[src/hdl/ole_pkg.sv]
// Shared types and constants for the ordered list engine.
package ole_pkg;

    localparam int unsigned DEPTH_DEF      = 16;
    localparam int unsigned ITEM_WIDTH_DEF = 32;

    localparam int unsigned VALUE_W = 32;
    localparam int unsigned POS_W   = 4;
    localparam int unsigned COUNT_W = 5;

    typedef enum logic [1:0] {
        MD_PUSH   = 2'd0,
        MD_POP    = 2'd1,
        MD_FIND   = 2'd2,
        MD_DELETE = 2'd3
    } t_mode;

    typedef enum logic [1:0] {
        ST_OK    = 2'd0,
        ST_EMPTY = 2'd1,
        ST_FULL  = 2'd2,
        ST_RANGE = 2'd3
    } t_status;

    typedef struct packed {
        logic [1:0]         mode;
        logic [VALUE_W-1:0] item_value;
        logic [POS_W-1:0]   position;
    } t_req;

    typedef struct packed {
        logic [1:0]         status;
        logic [VALUE_W-1:0] front_value;
        logic               found;
        logic [POS_W-1:0]   found_index;
        logic [COUNT_W-1:0] entry_count;
        logic               is_empty;
    } t_rsp;

endpackage

[src/hdl/ordered_list_engine_top.sv]
// Ordered list engine: bounded list held in a circular buffer with one sequencer.
//
// The list sits in a single-port-write, single-port-read memory used as a
// circular buffer, with position 0 at the head pointer. A request is taken
// only while the sequencer is idle; its result goes to an output register,
// so the next request may be taken while that result still waits. Push and
// rejected requests go straight to the result; pop moves the head on and
// rereads the new front unless the list empties; find reads and compares
// entries up to the first match; delete moves each later entry down one
// place and rereads the front, or only drops the count for the last entry.
// The memory has one write and one read port with registered read data, so
// each entry moved or compared takes a read state and a use state. The
// memory needs no clearing after reset.
module ordered_list_engine_top
    import ole_pkg::*;
#(
    parameter int unsigned DEPTH      = DEPTH_DEF,
    parameter int unsigned ITEM_WIDTH = ITEM_WIDTH_DEF
) (
    input  logic i_clk,
    input  logic i_rst_n,
    input  logic i_in_valid,
    output logic o_in_ready,
    input  t_req i_req,
    output logic o_out_valid,
    input  logic i_out_ready,
    output t_rsp o_rsp
);

    localparam int unsigned AW = $clog2(DEPTH);
    localparam int unsigned CW = $clog2(DEPTH + 1);
    localparam int unsigned VW = (ITEM_WIDTH < VALUE_W) ? ITEM_WIDTH : VALUE_W;

    typedef enum logic [8:0] {
        S_IDLE = 9'b000000001,
        S_EXEC = 9'b000000010,
        S_FRD  = 9'b000000100,
        S_FCMP = 9'b000001000,
        S_DRD  = 9'b000010000,
        S_DWR  = 9'b000100000,
        S_HRD  = 9'b001000000,
        S_HCAP = 9'b010000000,
        S_DONE = 9'b100000000
    } t_state;

    function automatic logic [AW-1:0] wrap_add(input logic [AW-1:0] a, input logic [AW-1:0] b);
        logic [AW:0] sum;
        sum = {1'b0, a} + {1'b0, b};
        if (sum >= (AW+1)'(DEPTH)) begin
            sum = sum - (AW+1)'(DEPTH);
        end
        return sum[AW-1:0];
    endfunction

    logic [ITEM_WIDTH-1:0] r_mem [DEPTH];
    logic [ITEM_WIDTH-1:0] r_rd_data;

    t_state                r_state, n_state;
    t_mode                 r_mode, n_mode;
    logic [ITEM_WIDTH-1:0] r_val, n_val;
    logic [POS_W-1:0]      r_pos, n_pos;
    logic [CW-1:0]         r_count, n_count;
    logic [AW-1:0]         r_head, n_head;
    logic [CW-1:0]         r_idx, n_idx;
    logic [ITEM_WIDTH-1:0] r_front, n_front;
    logic [ITEM_WIDTH-1:0] r_pop_front, n_pop_front;
    t_status               r_status, n_status;
    logic                  r_found, n_found;
    logic                  r_out_valid, n_out_valid;
    t_rsp                  r_rsp, n_rsp;

    logic                  w_we;
    logic [AW-1:0]         w_waddr;
    logic [ITEM_WIDTH-1:0] w_wdata;
    logic [AW-1:0]         w_raddr;
    logic [CW-1:0]         w_idx_p1;
    logic [CW-1:0]         w_idx_p2;
    logic [AW-1:0]         w_head_m1;
    logic [ITEM_WIDTH-1:0] w_front_sel;

    assign w_idx_p1  = r_idx + CW'(1);
    assign w_idx_p2  = r_idx + CW'(2);
    assign w_head_m1 = (r_head == '0) ? AW'(DEPTH - 1) : r_head - AW'(1);

    always_ff @(posedge i_clk) begin
        if (w_we) begin
            r_mem[w_waddr] <= w_wdata;
        end
        r_rd_data <= r_mem[w_raddr];
    end

    always_comb begin
        n_state     = r_state;
        n_mode      = r_mode;
        n_val       = r_val;
        n_pos       = r_pos;
        n_count     = r_count;
        n_head      = r_head;
        n_idx       = r_idx;
        n_front     = r_front;
        n_pop_front = r_pop_front;
        n_status    = r_status;
        n_found     = r_found;
        n_out_valid = r_out_valid;
        n_rsp       = r_rsp;
        w_we        = 1'b0;
        w_waddr     = r_head;
        w_wdata     = r_val;
        w_raddr     = r_head;
        w_front_sel = '0;

        if (r_out_valid && i_out_ready) begin
            n_out_valid = 1'b0;
        end

        case (r_state)
            S_IDLE: begin
                if (i_in_valid) begin
                    n_mode   = t_mode'(i_req.mode);
                    n_val    = ITEM_WIDTH'(i_req.item_value[VW-1:0]);
                    n_pos    = i_req.position;
                    n_status = ST_OK;
                    n_found  = 1'b0;
                    n_idx    = '0;
                    n_state  = S_EXEC;
                end
            end
            S_EXEC: begin
                case (r_mode)
                    MD_PUSH: begin
                        if (r_count == CW'(DEPTH)) begin
                            n_status = ST_FULL;
                        end else begin
                            w_we    = 1'b1;
                            w_waddr = w_head_m1;
                            n_head  = w_head_m1;
                            n_count = r_count + CW'(1);
                            n_front = r_val;
                        end
                        n_state = S_DONE;
                    end
                    MD_POP: begin
                        if (r_count == '0) begin
                            n_status = ST_EMPTY;
                            n_state  = S_DONE;
                        end else begin
                            n_pop_front = r_front;
                            n_head      = wrap_add(r_head, AW'(1));
                            n_count     = r_count - CW'(1);
                            n_state     = (r_count == CW'(1)) ? S_DONE : S_HRD;
                        end
                    end
                    MD_FIND: begin
                        n_state = (r_count == '0) ? S_DONE : S_FRD;
                    end
                    MD_DELETE: begin
                        if (32'(r_pos) >= 32'(r_count)) begin
                            n_status = ST_RANGE;
                            n_state  = S_DONE;
                        end else if (32'(r_pos) + 32'd1 == 32'(r_count)) begin
                            // last entry goes: nothing to move
                            n_count = r_count - CW'(1);
                            n_state = S_DONE;
                        end else begin
                            n_idx   = CW'(r_pos);
                            n_state = S_DRD;
                        end
                    end
                    default: begin
                        n_state = S_DONE;
                    end
                endcase
            end
            S_FRD: begin
                w_raddr = wrap_add(r_head, r_idx[AW-1:0]);
                n_state = S_FCMP;
            end
            S_FCMP: begin
                if (r_rd_data == r_val) begin
                    n_found = 1'b1;
                    n_state = S_DONE;
                end else if (w_idx_p1 == r_count) begin
                    n_idx   = '0;
                    n_state = S_DONE;
                end else begin
                    n_idx   = w_idx_p1;
                    n_state = S_FRD;
                end
            end
            S_DRD: begin
                w_raddr = wrap_add(r_head, w_idx_p1[AW-1:0]);
                n_state = S_DWR;
            end
            S_DWR: begin
                // move the successor down one place
                w_we    = 1'b1;
                w_waddr = wrap_add(r_head, r_idx[AW-1:0]);
                w_wdata = r_rd_data;
                if (w_idx_p2 == r_count) begin
                    n_count = r_count - CW'(1);
                    n_state = S_HRD;
                end else begin
                    n_idx   = w_idx_p1;
                    n_state = S_DRD;
                end
            end
            S_HRD: begin
                w_raddr = r_head;
                n_state = S_HCAP;
            end
            S_HCAP: begin
                n_front = r_rd_data;
                n_state = S_DONE;
            end
            S_DONE: begin
                if (!r_out_valid || i_out_ready) begin
                    if (r_mode == MD_POP && r_status == ST_OK) begin
                        w_front_sel = r_pop_front;
                    end else if (r_count != '0) begin
                        w_front_sel = r_front;
                    end
                    n_rsp.status      = r_status;
                    n_rsp.front_value = VALUE_W'(w_front_sel[VW-1:0]);
                    n_rsp.found       = r_found;
                    n_rsp.found_index = r_found ? POS_W'(r_idx) : '0;
                    n_rsp.entry_count = COUNT_W'(r_count);
                    n_rsp.is_empty    = (r_count == '0);
                    n_out_valid       = 1'b1;
                    n_state           = S_IDLE;
                end
            end
            default: begin
                n_state = S_IDLE;
            end
        endcase
    end

    always_ff @(posedge i_clk) begin
        if (!i_rst_n) begin
            r_state     <= S_IDLE;
            r_count     <= '0;
            r_head      <= '0;
            r_out_valid <= 1'b0;
        end else begin
            r_state     <= n_state;
            r_count     <= n_count;
            r_head      <= n_head;
            r_out_valid <= n_out_valid;
        end
    end

    always_ff @(posedge i_clk) begin
        r_mode      <= n_mode;
        r_val       <= n_val;
        r_pos       <= n_pos;
        r_idx       <= n_idx;
        r_front     <= n_front;
        r_pop_front <= n_pop_front;
        r_status    <= n_status;
        r_found     <= n_found;
        r_rsp       <= n_rsp;
    end

    assign o_in_ready  = (r_state == S_IDLE);
    assign o_out_valid = r_out_valid;
    assign o_rsp       = r_rsp;

endmodule

[config.mk]
export PLATFORM = sky130hd
export DESIGN_NAME = ordered_list_engine_top
export DESIGN_NICKNAME = d
export VERILOG_FILES = /design/src/hdl/ole_pkg.sv /design/src/hdl/ordered_list_engine_top.sv
export SDC_FILE = /design/constraint.sdc
export NUM_CORES = 1
export LEC_CHECK = 0
export BUFFER_PORTS_ARGS = -buffer_cell sky130_fd_sc_hd__buf_2
export CORE_MARGIN = 1
export CORE_UTILIZATION = 45
export CTS_CLUSTER_SIZE = 24
export DETAILED_ROUTE_END_ITERATION = 6
export PLACE_DENSITY = 0.67
export SYNTH_ARGS = -nofsm -noshare
export SYNTH_HDL_FRONTEND = slang
export SYNTH_SLANG_ARGS = --single-unit
[constraint.sdc]
create_clock -name i_clk -period 4.1 [get_ports i_clk]
set_clock_uncertainty 0.1 [all_clocks]
set_input_delay 0.41 -clock i_clk [delete_from_list [all_inputs] [get_ports i_clk]]
set_output_delay 0.41 -clock i_clk [all_outputs]
set_load 0.05 [all_outputs]
# Word level (Yosys, flattened, before mapping)
# Memory sizes are Yosys's and may differ from the RTL's. A register that Yosys moved wholly into a read port is not among the register bits.
# Cells that the tools add are included.
# totals
regBits	174
latchBits	0
mem_bits_rw	512
romBits	0
input_bits	42
mem_count	1
# mem_list
name	depth	width	read_ports	rd_ports_with_merged_regs	write_ports	line_no	rtl
r_mem	16	32	1	1	1	ordered_list_engine_top.sv:55	logic [ITEM_WIDTH-1:0] r_mem [DEPTH];
# op_classes
addsub	12
multipliers	0
n_div	0
magnitude_cmp	4
eq_ne	38
shift	0
mux	60
bitwise	1
reduce_logical	25
# op_table
op	count
$mux 32	5
$mux 9	9
$pmux 9 s9	1
$pmux 32 s2	1
$mux 5	12
$pmux 9 s4	1
$eq 32x32->1	1
$mux 4	7
$pmux 4 s2	3
$ne 2x2->1 const B	11
$ne 3x3->1 const B	7
$pmux 5 s4	1
$sub 4x1->4 const B	4
$eq 5x5->1	3
$ge 5x5->1 const B	3
$pmux 5 s3	1
$reduce_and 7->1	2
$reduce_and 3->1	4
$add 4x1->5 const B	2
$add 4x4->5	2
$add 5x1->5 const B	2
$pmux 5 s2	1
$reduce_bool 2->1	5
$eq 9x1->1 const B	1
other kinds (34)	51

# Depth between registers and ports, before layout
# Gate-level depths: netlist of run 1.
# depth
depth_word	6
ltp_mapped	12
depth_no_buf	10

# Least setup slack after synthesis of run 1
# OpenSTA, ideal clock, no wires.
# synth_timing
path_kind	reg2reg
start	reg r_count[1]
end	mem r_mem[8][0] in the netlist's numbering (enable)
t_arrival_ps	3457
slack_ps	122
path_stages_with_launch	11
path_buffers	1
synth_period_minus_slack_ps	3978
cell_sequence	dfxtp_1 -> clkbuf_1 -> inv_1 -> ha_1 -> nor4bb_1 -> nor2b_1 -> and3_1 -> xnor2_1 -> o21a_1 -> nand2_1 -> nor2_1
# synth_via
elab_chain_len	6
# synth_rtl
element	line_no	rtl
start, declared	ordered_list_engine_top.sv:62	logic [CW-1:0] r_count, n_count;
start signal, assigned	ordered_list_engine_top.sv:246	r_count <= n_count;
$eq 5x5->1 (*)	ordered_list_engine_top.sv:131	if (r_count == CW'(DEPTH)) begin
$mux 1	ordered_list_engine_top.sv:131	
$mux 1	ordered_list_engine_top.sv:129	case (r_mode)
$pmux 1 s2	ordered_list_engine_top.sv:116	case (r_state)
$mux 1	ordered_list_engine_top.sv:86	if (w_we) begin
$mux 1 (not written as such)	ordered_list_engine_top.sv:87	r_mem[w_waddr] <= w_wdata;
end, declared	ordered_list_engine_top.sv:55	
# Every way passes the cells marked *; elsewhere a longest branch is shown, timed or not.

# Worst setup path in the final report of run 1
# layout_timing
start	reg r_head[0]
end	reg r_rd_data[6] (read register of r_mem)
# layout_via
elab_chain_len	4
# layout_rtl
element	line_no	rtl
start, declared	ordered_list_engine_top.sv:63	logic [AW-1:0] r_head, n_head;
start signal, assigned	ordered_list_engine_top.sv:247	r_head <= n_head;
$add 4x4->5	ordered_list_engine_top.sv:48	sum = {1'b0, a} + {1'b0, b};
$sub 4x1->4 or $ge 5x5->1 (tied branches)	ordered_list_engine_top.sv:50, ordered_list_engine_top.sv:49	
$mux 4	ordered_list_engine_top.sv:49	if (sum >= (AW+1)'(DEPTH)) begin
$pmux 4 s2 (*)	ordered_list_engine_top.sv:116	
end, declared	ordered_list_engine_top.sv:56	logic [ITEM_WIDTH-1:0] r_rd_data;
# Marked as above.
# A chain may end at the register's enable or synchronous reset.

==> key figures, run 1 <==
Status
  • Status: finished, final reports clean

Setup path
  • CP max FO: 56
  • CP Class: register to register
  • Crit start category: register
  • Req. time, crit path: 4.46 ns
  • R2R depth: 9
  • Worst path arrival time: 4.12 ns
  • Worst r2r dst: r_rd_data[6]
  • Reg-to-reg setup timing slack: 0.35 ns
  • CP endpoint kind: register
  • Worst reg2reg startpoint: r_head[0]

Floorplanning
  • Initial Utilization: 45.4%
  • FP Rows: 93
  • Num ports: 89
  • Core area: 64,300 um2
  • DIE AREA: 66,000 um2
  • Die H: 257 um
  • Die Width: 257 um

CTS
  • CTS sink cnt: 718
  • Postcts setup bufs: 0
  • CTS buffer count: 70
  • CTS tree: yes
  • Root Driver: clkbuf_16
  • CTS clk-pin slew, worst paths: 0.07 ns
  • Skew-Pair Late Insertion Delay: 0.62 ns
  • Maximum buffer depth of the clock tree: 3
  • Hold Buf Count CTS: 40
  • # H-tree levels: 3
  • Post-CTS resize count: 0

Global routing
  • GRT Overall Usage: 20.1%
  • Global-route wire length before repair: 101,000 um
  • Grt ovf: 0
  • Largest net degree at the start of global routing: 109
  • Number of global-route vias before repair: 16,752
  • Initial antenna violation count: 0

Min path
  • Hold_sp: i_out_ready
  • Hold worst-path end: o_out_valid
  • Hold Path Stages: 3
  • Hold Path Class: primary input to register

Logic synthesis
  • Syn Nets: 2,163
  • Synth unique cells: 67
  • FF+latch count, synth: 718
  • Post-Syn Area per Cell: 13.9 um2
  • Post-Syn Area: 29,200 um2
  • Post-synthesis sequential area ratio: 72.0%
  • Ys flop type: edfxtp_1
  • Synth Instances: 2,100
  • Ys Warns: 0
  • Post-synth ARST share: 0%
  • Post-synth EDFFs: 667

Routing
  • Via count: 17,508
  • Post-route ant nets: 0
  • Residual DRC count: 0
  • Drt wl/cell: 21.3 um
  • Drt pass-1 iters: 6
  • 1st-iter DRT viols: 1,771
  • Vias per cell: 5.59
  • Final WL: 66,700 um

Placement
  • Gpl congestion: 0.886
  • DP Wirelength: 42,500 um
  • Area post-placement: 31,000 um2
  • PortBufs: 88

Timing
  • Setup total negative slack: 0 ns
  • Actual slew at the worst max-slew pin: 0.818 ns
  • Final setup fails: 0
  • Minimum clock period: 3.75 ns
  • RSZ-0062 raised after global routing: no
  • Fin crit share: 91.5%
  • Worst hold margin: 0.0379 ns
  • Max transition margin: 45.3%
  • Max frequency: 0.267 GHz
  • Max-slew violation count: 0
  • Final Hold Fails: 0

Cells and area
  • Area delta synth->final: 15.3%
  • Layout cells sized above 1: 13.0%
  • N_diodes: 0
  • Nets@finish: 2,286
  • Post-Layout Inst Area: 33,700 um2

Pwr
  • Pwr dens: 460 nW/um2
  • Leak: 11.7 nW
  • Worst vdd ir: 0.305 mV

Job
  • Max_cap viols: 0
## synth_stat cells (8+ instances only)
library cell	count	area, um2
edfxtp_1	667	20000
nand2_1	517	1940
mux2i_1	99	991
a21oi_1	85	425
clkbuf_1	69	259
a32o_1	64	641
dfxtp_1	51	1020
nand3_1	46	230
nor2_1	46	173
o21ai_0	45	225
xor2_1	42	368
a32oi_1	33	289
o221ai_1	33	289
buf_2	32	160
mux2_2	32	360
nand3b_1	32	240
ha_1	19	238
inv_1	18	67.6
buf_4	14	105
xnor2_1	14	123
nor4_1	13	81.3
buf_1	10	37.5
nor3_1	10	50.1
and2_1	8	50.1
## cell families after synthesis
logic type      count (synthesis)  synth area share, %
compound gates                304                 7.62
fa+ha+maj                      21                0.950
buf+inv                       144                 2.19
mux                           131                 4.62
simple gates                  725                 10.8
xor+xnor                       57                 1.76
flops                         718                 72.0
## through the flow
| step | setup WS [ns] | total power, mW | util (%) | std cells |
|---|---|---|---|---|
| 5_1_grt | 0.199 | 16.0 | 52.4 | 3134 |
| 4_1_cts | 0.404 | 15.6 | 52.4 | 3134 |
| 3_5_place_dp | 0.410 | 9.22 | 48.2 | 2966 |
| 2_1_floorplan | 0.122 | 8.90 | - | 2100 |
| 6_report | 0.348 | 15.5 | 52.4 | 3134 |
| 3_3_place_gp | 0.420 | 9.20 | 48.2 | 2966 |
## layout by cell type (no fill, tap or decap), types with 8 or more instances in the layout
| cell type | Yosys | final |
|---|---|---|
| buf_2 | 32 | 88 |
| dlygate4sd3_1 | 0 | 40 |
| mux2i_1 | 99 | 99 |
| buf_12 | 0 | 24 |
| nor4_1 | 13 | 13 |
| xor2_1 | 42 | 42 |
| nand3b_1 | 32 | 32 |
| dfxtp_1 | 51 | 51 |
| mux2_2 | 32 | 32 |
| clkinv_1 | 0 | 19 |
| inv_1 | 18 | 17 |
| clkbuf_16 | 0 | 72 |
| a32o_1 | 64 | 64 |
| nor2_1 | 46 | 30 |
| o221ai_1 | 33 | 33 |
| a21oi_1 | 85 | 84 |
| clkinv_2 | 0 | 10 |
| edfxtp_1 | 667 | 667 |
| buf_4 | 14 | 25 |
| o21ai_0 | 45 | 45 |
| ha_1 | 19 | 19 |
| xnor2_1 | 14 | 14 |
| nor2_4 | 2 | 18 |
| and2_1 | 8 | 8 |
| a32oi_1 | 33 | 33 |
| nand2_1 | 517 | 517 |
| clkbuf_1 | 69 | 15 |
| nor3_1 | 10 | 9 |
| nand3_1 | 46 | 46 |
## where the power goes
part,internal (mW),switching [mW]
clock network,3.70,2.69
registers,8.15,0.112
logic,0.291,0.555
## layer usage
metal	GRT usage [%]	routed length (um)
met5	0.731	64
met4	6.71	1640
met3	4.22	5560
met2	30.1	30000
met1	29.0	29400
## area by class of cell
type / count / area [um2]
clock buffer: 88 / 1870
tap: 855 / 1070
clock inverter: 40 / 419
multi-input combinational: 1238 / 7720
inverter: 18 / 67.6
fill: 5217 / 30600
timing repair buffer: 177 / 1510
sequential: 718 / 21100
## sequential cells by signal, summed over array words and instances (netlist names), 4 cells and up
register / cells
o_rsp: 45
r_count: 5
r_front: 32
r_head: 4
r_idx: 5
r_mem: 512
r_pop_front: 32
r_pos: 4
r_rd_data: 32
r_state: 9
r_val: 32
## worst max-delay path, stage by stage (launching register included)
cell and delay [ns]:
dfxtp_1 0.64, ha_1 0.26, inv_1 0.06, fa_1 0.50, nor3_1 0.27, a211o_4 0.51, buf_12 0.35, mux2i_1 0.18
a32oi_1 0.46, o221ai_1 0.22
## worst max path at each step
stage | startpoint | to | slack (ns) | cells after the start
after floorplan | r_count[1] | r_mem[8][0] | 0.12 | 10
after global placement | r_idx[0] | r_rd_data[6] | 0.42 | 9
after detailed placement | r_idx[0] | r_rd_data[6] | 0.41 | 9
after CTS | r_idx[0] | r_rd_data[6] | 0.40 | 9
after global routing | r_idx[0] | r_rd_data[6] | 0.20 | 9
final | r_head[0] | r_rd_data[6] | 0.35 | 9
Power figures use the tool's default switching activity.
==> run 2, diff against run 1 <==
--- a/config.mk
+++ b/config.mk
@@ -5,12 +5,12 @@
 export SDC_FILE = /design/constraint.sdc
 export NUM_CORES = 1
 export LEC_CHECK = 0
-export BUFFER_PORTS_ARGS = -buffer_cell sky130_fd_sc_hd__buf_2
 export CORE_MARGIN = 1
 export CORE_UTILIZATION = 45
 export CTS_CLUSTER_SIZE = 24
 export DETAILED_ROUTE_END_ITERATION = 6
-export PLACE_DENSITY = 0.67
+export DONT_BUFFER_PORTS = 1
+export PLACE_DENSITY = 0.63
 export SYNTH_ARGS = -nofsm -noshare
 export SYNTH_HDL_FRONTEND = slang
 export SYNTH_SLANG_ARGS = --single-unit
==> run 2 against run 1 <==
  * The run now ends with DRC left
  * Critical path depth is 1 higher
  * Count of clock-buffer cells in the layout is 7 higher
  * Cell count is 2.6% lower
  * Wire length is 0.63% lower
  * Worst hold slack better by 0.098 ns
  * Sequential power hardly changed
  * First-iteration DRC count is 19% higher
  * Worst setup slack worse by 0.055 ns
==> key figures, run 2 (synthesized netlist as in run 1, its figures left out) <==
Placement
  • Area post-placement: 30,500 um2 (was 31,000 um2)
  • Gpl congestion: 0.850 (was 0.886)
  • DP Wirelength: 41,500 um (was 42,500 um)
  • DP Cell Count: 2,882 (was 2,966)
  • PortBufs: 0 (was 88)

Cells and area
  • Leading cell type in the layout, fill and taps excluded: edfxtp_1 (unchanged)
  • Post-Layout Inst Area: 33,300 um2 (was 33,700 um2)
  • Largest Register: r_mem (unchanged)
  • Nets@finish: 2,205 (was 2,286)
  • Finished Layout Cells: 3,054 (was 3,134)
  • N_diodes: 0 (unchanged)
  • Area delta synth->final: 13.8% (was 15.3%)
  • Final core occ: 51.7% (was 52.4%)
  • Layout cells sized above 1: 9.91% (was 13.0%)
  • Max reg flops: 512 (unchanged)
  • Commonest non-fill, non-tap cells in the layout: edfxtp_1, nand2_1, mux2i_1 (unchanged)

CTS
  • CTS sink cnt: 718 (unchanged)
  • CTS clk-pin slew, worst paths: 0.06 ns (was 0.07 ns)
  • Skew-Pair Late Insertion Delay: 0.62 ns (about the same)
  • CTS tree: yes (unchanged)
  • Root Driver: clkbuf_16 (unchanged)
  • Maximum buffer depth of the clock tree: 3 (unchanged)
  • # H-tree levels: 3 (unchanged)
  • Postcts setup bufs: 0 (unchanged)
  • CTS buffer count: 71 (was 70)

Pwr
  • Leak: 11.4 nW (was 11.7 nW)
  • Worst vdd ir: 0.288 mV (was 0.305 mV)
  • Pwr dens: 466 nW/um2 (was 460 nW/um2)

Setup path
  • Family with the most delay on the worst path: compound AO/OA/AOI/OAI gates (unchanged)
  • Req. time, crit path: 4.44 ns (was 4.46 ns)
  • Crit. Startpoint: r_idx[0] (was r_head[0])
  • CP Class: register to register (unchanged)
  • Worst reg2reg startpoint: r_idx[0] (was r_head[0])
  • CP endpoint kind: register (unchanged)
  • Worst path arrival time: 4.15 ns (was 4.12 ns)
  • CP max FO: 32 (was 56)
  • Slowest Stage Delay on Critical Path: 0.55 ns (was 0.64 ns)
  • Crit start category: register (unchanged)
  • Crit-path slowest cell: edfxtp_1 (was dfxtp_1)
  • CP bufs+invs: 1 (was 2)
  • Worst-path cell chain: ha_1 > xor2_1 > ha_1 > a21oi_1 > xor2_1 > a32oi_1 > a21oi_4 > buf_4 > a32oi_1 > o221ai_1 (was ha_1 > inv_1 > fa_1 > nor3_1 > a211o_4 > buf_12 > mux2i_1 > a32oi_1 > o221ai_1)

Floorplanning
  • DIE AREA: 66,000 um2 (unchanged)
  • Initial Utilization: 45.4% (unchanged)
  • Core area: 64,300 um2 (unchanged)
  • FP Rows: 93 (unchanged)
  • Num ports: 89 (unchanged)
  • Die Width: 257 um (unchanged)
  • Die H: 257 um (unchanged)

Timing
  • Max transition margin: 30.0% (was 45.3%)
  • Final setup fails: 0 (unchanged)
  • Fin crit share: 92.9% (was 91.5%)
  • Actual slew at the worst max-slew pin: 1.05 ns (was 0.818 ns)
  • Minimum clock period: 3.81 ns (was 3.75 ns)
  • Max frequency: 0.263 GHz (was 0.267 GHz)
  • RSZ-0062 raised after global routing: no (unchanged)
  • Max-slew violation count: 0 (unchanged)
  • Final Hold Fails: 0 (unchanged)
  • Setup total negative slack: 0 ns (unchanged)

Min path
  • Hold Path Class: primary input to register (unchanged)
  • Hold_sp: i_rst_n (was i_out_ready)

Global routing
  • Number of global-route vias before repair: 16,557 (was 16,752)
  • Initial antenna violation count: 1 (was 0)
  • GRT Overall Usage: 20.1% (about the same)
  • Global-route wire length before repair: 102,000 um (was 101,000 um)
  • Grt ovf: 0 (unchanged)
  • Largest net degree at the start of global routing: 193 (was 109)

Routing
  • Drt wl/cell: 21.7 um (was 21.3 um)
  • Via count: 17,231 (was 17,508)
  • Residual DRC count: 2 (was 0)
  • Vias per cell: 5.64 (was 5.59)
  • Final WL: 66,200 um (was 66,700 um)
  • 1st-iter DRT viols: 2,112 (was 1,771)
  • Drt pass-1 iters: 7 (was 6)
  • Post-route ant nets: 0 (unchanged)

Status
  • Failing checks: DRC
  • Status: complete, but fails checks (was finished, final reports clean)

Job
  • Max_cap viols: 0 (unchanged)
==> run 2: cell types whose count changed in the layout (fill, tap and decap cells not counted), sizes merged <==
cell | before | now
buf | 137 | 53
bufinv | 7 | 4
clkbuf | 88 | 95
clkinv | 32 | 27
clkinvlp | 0 | 1
dlygate4sd3 | 40 | 42
inv | 19 | 21
==> run 2: per-stage QoR <==
| stage | power (mW) | hold WS [ns] | setup WS, ns |
|---|---|---|---|
| floorplan | 8.90 | 0.303 | 0.122 |
| global placement | 9.18 | 0.333 | 0.411 |
| detailed placement | 9.20 | 0.333 | 0.372 |
| CTS | 15.6 | 0.123 | 0.354 |
| global route | 16.0 | 0.143 | 0.139 |
| finish | 15.5 | 0.136 | 0.293 |
==> run 2: final timing paths <==
check	slack [ns]	cells past startpoint	endpoint
setup reg to reg	0.29	10	r_rd_data[18]
setup / recovery	0.29	10	r_rd_data[18]
hold / removal	0.14	2	r_head[1]
hold reg to reg	0.35	0	r_pop_front[6]
==> run 2: final cells by class <==
type	count	area [um2]
repair buffers	95	1060
well taps	855	1070
clock buffers	95	1970
clock inverters	35	315
multi-input cells	1238	7720
inverters	18	67.6
fillers	5260	31100
flip-flops and latches	718	21100
==> run 2: power breakdown <==
group          switching [mW]  internal (mW)
registers               0.115           8.15
logic                   0.545          0.279
clock network            2.74           3.66
total                    3.40           12.1
==> run 2: what timing repair did <==
| action | 4_1_cts | 5_1_grt |
|---|---|---|
| endpoints found under the setup margin | 0 | 0 |
| gates resized for setup | 0 | 0 |
| hold endpoints to repair | 46 | 0 |
| hold buffers | 42 | 0 |
==> run 2: worst reg2reg max path: stages (launching register included) <==
cell      delay, ns
edfxtp_1       0.55
ha_1           0.31
xor2_1         0.33
ha_1           0.33
a21oi_1        0.16
xor2_1         0.12
a32oi_1        0.52
a21oi_4        0.10
buf_4          0.26
a32oi_1        0.58
o221ai_1       0.27
==> run 2: routing by layer <==
metal	up-vias	part of all wire (%)	wire, um	GRT usage, %
met5	-	0	0	0
met1	8578	47	31200	31.2
met4	0	2.1	1400	6.23
li1	7951	-	-	-
met3	90	6.8	4520	2.75
met2	612	44	29100	29.1
==> run 3, diff against run 2 <==
--- a/config.mk
+++ b/config.mk
@@ -11,6 +11,7 @@
 export DETAILED_ROUTE_END_ITERATION = 6
 export DONT_BUFFER_PORTS = 1
 export PLACE_DENSITY = 0.63
+export REMOVE_ABC_BUFFERS = 1
 export SYNTH_ARGS = -nofsm -noshare
 export SYNTH_HDL_FRONTEND = slang
 export SYNTH_SLANG_ARGS = --single-unit
==> run 3 against run 2 <==
  * The run now ends clean
  * Worst setup slack improved by 0.098 ns
  * Register-to-register slack improved by 0.098 ns
  * Sequential share of layout area decreased by 0.77 points
  * Largest power group unchanged
  * Core utilization increased by 0.64 points
  * Worst hold slack got worse by 0.020 ns
  * Critical path depth decreased by 1
==> key figures, run 3 (synthesized netlist as in run 1, its figures left out) <==
Cells and area
  • Layout cells sized above 1: 11.0% (was 9.91%)
  • Post-Layout Inst Area: 33,700 um2 (was 33,300 um2)
  • Max reg flops: 512 (unchanged)
  • Final core occ: 52.3% (was 51.7%)
  • Commonest non-fill, non-tap cells in the layout: edfxtp_1, nand2_1, mux2i_1 (unchanged)
  • Area delta synth->final: 15.2% (was 13.8%)
  • Fillers: 5,230 (was 5,260)
  • Finished Layout Cells: 3,073 (was 3,054)
  • Nets@finish: 2,219 (was 2,205)
  • Largest Register: r_mem (unchanged)
  • Leading cell type in the layout, fill and taps excluded: edfxtp_1 (unchanged)

Floorplanning
  • Die H: 257 um (unchanged)
  • Num ports: 89 (unchanged)
  • FP Rows: 93 (unchanged)
  • DIE AREA: 66,000 um2 (unchanged)
  • Core area: 64,300 um2 (unchanged)
  • Die Width: 257 um (unchanged)
  • Initial Utilization: 45.4% (unchanged)

CTS
  • Root Driver: clkbuf_16 (unchanged)
  • CTS buffer count: 75 (was 71)
  • Maximum buffer depth of the clock tree: 3 (unchanged)
  • Skew-Pair Late Insertion Delay: 0.63 ns (was 0.62 ns)
  • # H-tree levels: 3 (unchanged)
  • CTS clk-pin slew, worst paths: 0.06 ns (about the same)
  • CTS sink cnt: 718 (unchanged)
  • CTS tree: yes (unchanged)

Routing
  • WL met2: 33,900 um (was 29,100 um)
  • Final WL: 73,100 um (was 66,200 um)
  • Residual DRC count: 0 (was 2)
  • Met1 wire length: 32,700 um (was 31,200 um)
  • Via count: 17,576 (was 17,231)
  • Drt wl/cell: 23.8 um (was 21.7 um)
  • Drt pass-1 iters: 5 (was 7)
  • Max Used Layer: met4 (unchanged)
  • 1st-iter DRT viols: 1,761 (was 2,112)
  • Vias per cell: 5.72 (was 5.64)
  • Post-route ant nets: 0 (unchanged)
  • Met3 WL: 4740 um (was 4520 um)

Pwr
  • Logic pwr share: 5.2% (was 5.3%)
  • NetSw: 3.49 mW (was 3.40 mW)
  • Design Power: 16.0 mW (was 15.5 mW)
  • Clock power share: 43.0% (was 41.3%)
  • Seq pwr share: 51.8% (was 53.3%)
  • Pwr dens: 474 nW/um2 (was 466 nW/um2)
  • Leak: 11.6 nW (was 11.4 nW)
  • Switching share of power: 21.9% (about the same)
  • Worst vdd ir: 0.391 mV (was 0.288 mV)
  • Cell-internal power: 12.5 mW (was 12.1 mW)

Placement
  • DP Wirelength: 41,700 um (was 41,500 um)
  • PortBufs: 0 (unchanged)
  • Worst slack at placement: 0.423 ns (was 0.372 ns)
  • Area post-placement: 30,700 um2 (was 30,500 um2)
  • DP Cell Count: 2,892 (was 2,882)
  • Gpl congestion: 0.868 (was 0.850)

Min path
  • Hold Path Stages: 2 (unchanged)
  • Hold worst-path end: r_head[1] (unchanged)
  • Hold Path Class: primary input to register (unchanged)
  • Hold_sp: i_rst_n (unchanged)

Setup path
  • Crit start category: register (unchanged)
  • Worst reg2reg startpoint: r_head[0] (was r_idx[0])
  • Worst r2r dst: r_rd_data[17] (was r_rd_data[18])
  • Req. time, crit path: 4.46 ns (was 4.44 ns)
  • CP bufs+invs: 1 (unchanged)
  • Slowest Stage Delay on Critical Path: 0.96 ns (was 0.55 ns)
  • Worst-path cell chain: ha_1 > nor3b_1 > a31oi_1 > nand4_1 > buf_12 > nand2_1 > nand3_1 > a32oi_1 > o221ai_1 (was ha_1 > xor2_1 > ha_1 > a21oi_1 > xor2_1 > a32oi_1 > a21oi_4 > buf_4 > a32oi_1 > o221ai_1)
  • Crit-path slowest cell: nand4_1 (was edfxtp_1)
  • CP max FO: 41 (was 32)
  • Worst path arrival time: 4.07 ns (was 4.15 ns)
  • Crit. Startpoint: r_head[0] (was r_idx[0])
  • R2R depth: 9 (was 10)
  • Family with the most delay on the worst path: simple AND/OR/NAND/NOR gates (was compound AO/OA/AOI/OAI gates)
  • CP endpoint kind: register (unchanged)
  • CP Class: register to register (unchanged)
  • Reg-to-reg setup timing slack: 0.39 ns (was 0.29 ns)

Timing
  • RSZ-0062 raised after global routing: no (unchanged)
  • Worst hold margin: 0.115 ns (was 0.136 ns)
  • Fin crit share: 90.5% (was 92.9%)
  • Minimum clock period: 3.71 ns (was 3.81 ns)
  • Actual slew at the worst max-slew pin: 1.21 ns (was 1.05 ns)
  • Max transition margin: 18.8% (was 30.0%)
  • Max-slew violation count: 0 (unchanged)
  • Slack of the critical path: 0.390 ns (was 0.293 ns)
  • Setup total negative slack: 0 ns (unchanged)
  • Final setup fails: 0 (unchanged)
  • Final Hold Fails: 0 (unchanged)
  • Max frequency: 0.270 GHz (was 0.263 GHz)

Global routing
  • Grt ovf: 0 (unchanged)
  • Number of global-route vias before repair: 16,970 (was 16,557)
  • GRT Overall Usage: 22.1% (was 20.1%)
  • Global-route wire length before repair: 109,000 um (was 102,000 um)
  • Initial antenna violation count: 1 (unchanged)
  • Largest net degree at the start of global routing: 89 (was 193)

Job
  • Max_cap viols: 0 (unchanged)

Status
  • Status: finished, final reports clean (was complete, but fails checks)
## run 3: repair_timing
item,4_1_cts,5_1_grt
gates resized for setup,0,0
hold endpoints to repair,46,0
buffers inserted,0,0
hold buffers,42,0
## run 3: worst max-delay path by stage
stage	cells past startpoint	slack, ns	to
2_1_floorplan	7	-3.50	r_rd_data[0]
3_3_place_gp	10	0.45	r_rd_data[29]
3_5_place_dp	10	0.42	r_rd_data[22]
4_1_cts	10	0.37	r_rd_data[17]
5_1_grt	9	0.13	r_rd_data[22]
6_report	9	0.39	r_rd_data[17]
## run 3: power groups by stage
stage	sequential, mW	clock, mW	combinational [mW]
finish	8.26	6.85	0.831
detailed placement	8.42	0	0.792
CTS	8.26	6.99	0.832
global route	8.27	7.26	0.909
global placement	8.42	0	0.775
floorplan	8.37	0	0.554
## run 3: layout make-up
| cell class | count | area, um2 | area share, % |
|---|---|---|---|
| Sequential cell | 718 | 21100 | 62.5 |
| Multi-Input combinational cell | 1238 | 7730 | 23.0 |
| Clock buffer | 106 | 2120 | 6.31 |
| Timing Repair Buffer | 105 | 1230 | 3.66 |
| Tap cell | 855 | 1070 | 3.18 |
| Clock inverter | 32 | 393 | 1.17 |
| Inverter | 18 | 67.6 | 0.201 |
| Antenna cell | 1 | 2.50 | 0.00743 |
## run 3: layer usage
metal | vias up | GRT usage (%)
li1 | 7989 | -
met1 | 8852 | 32.2
met2 | 625 | 34.2
met3 | 110 | 3.82
met4 | 0 | 6.42
met5 | - | 0
## run 3: worst reg2reg max path: stages, from the launching register on
cell and delay (ns):
dfxtp_1 0.67, ha_1 0.33, nor3b_1 0.07, a31oi_1 0.23, nand4_1 0.96, buf_12 0.56, nand2_1 0.12, nand3_1 0.10
a32oi_1 0.26, o221ai_1 0.16
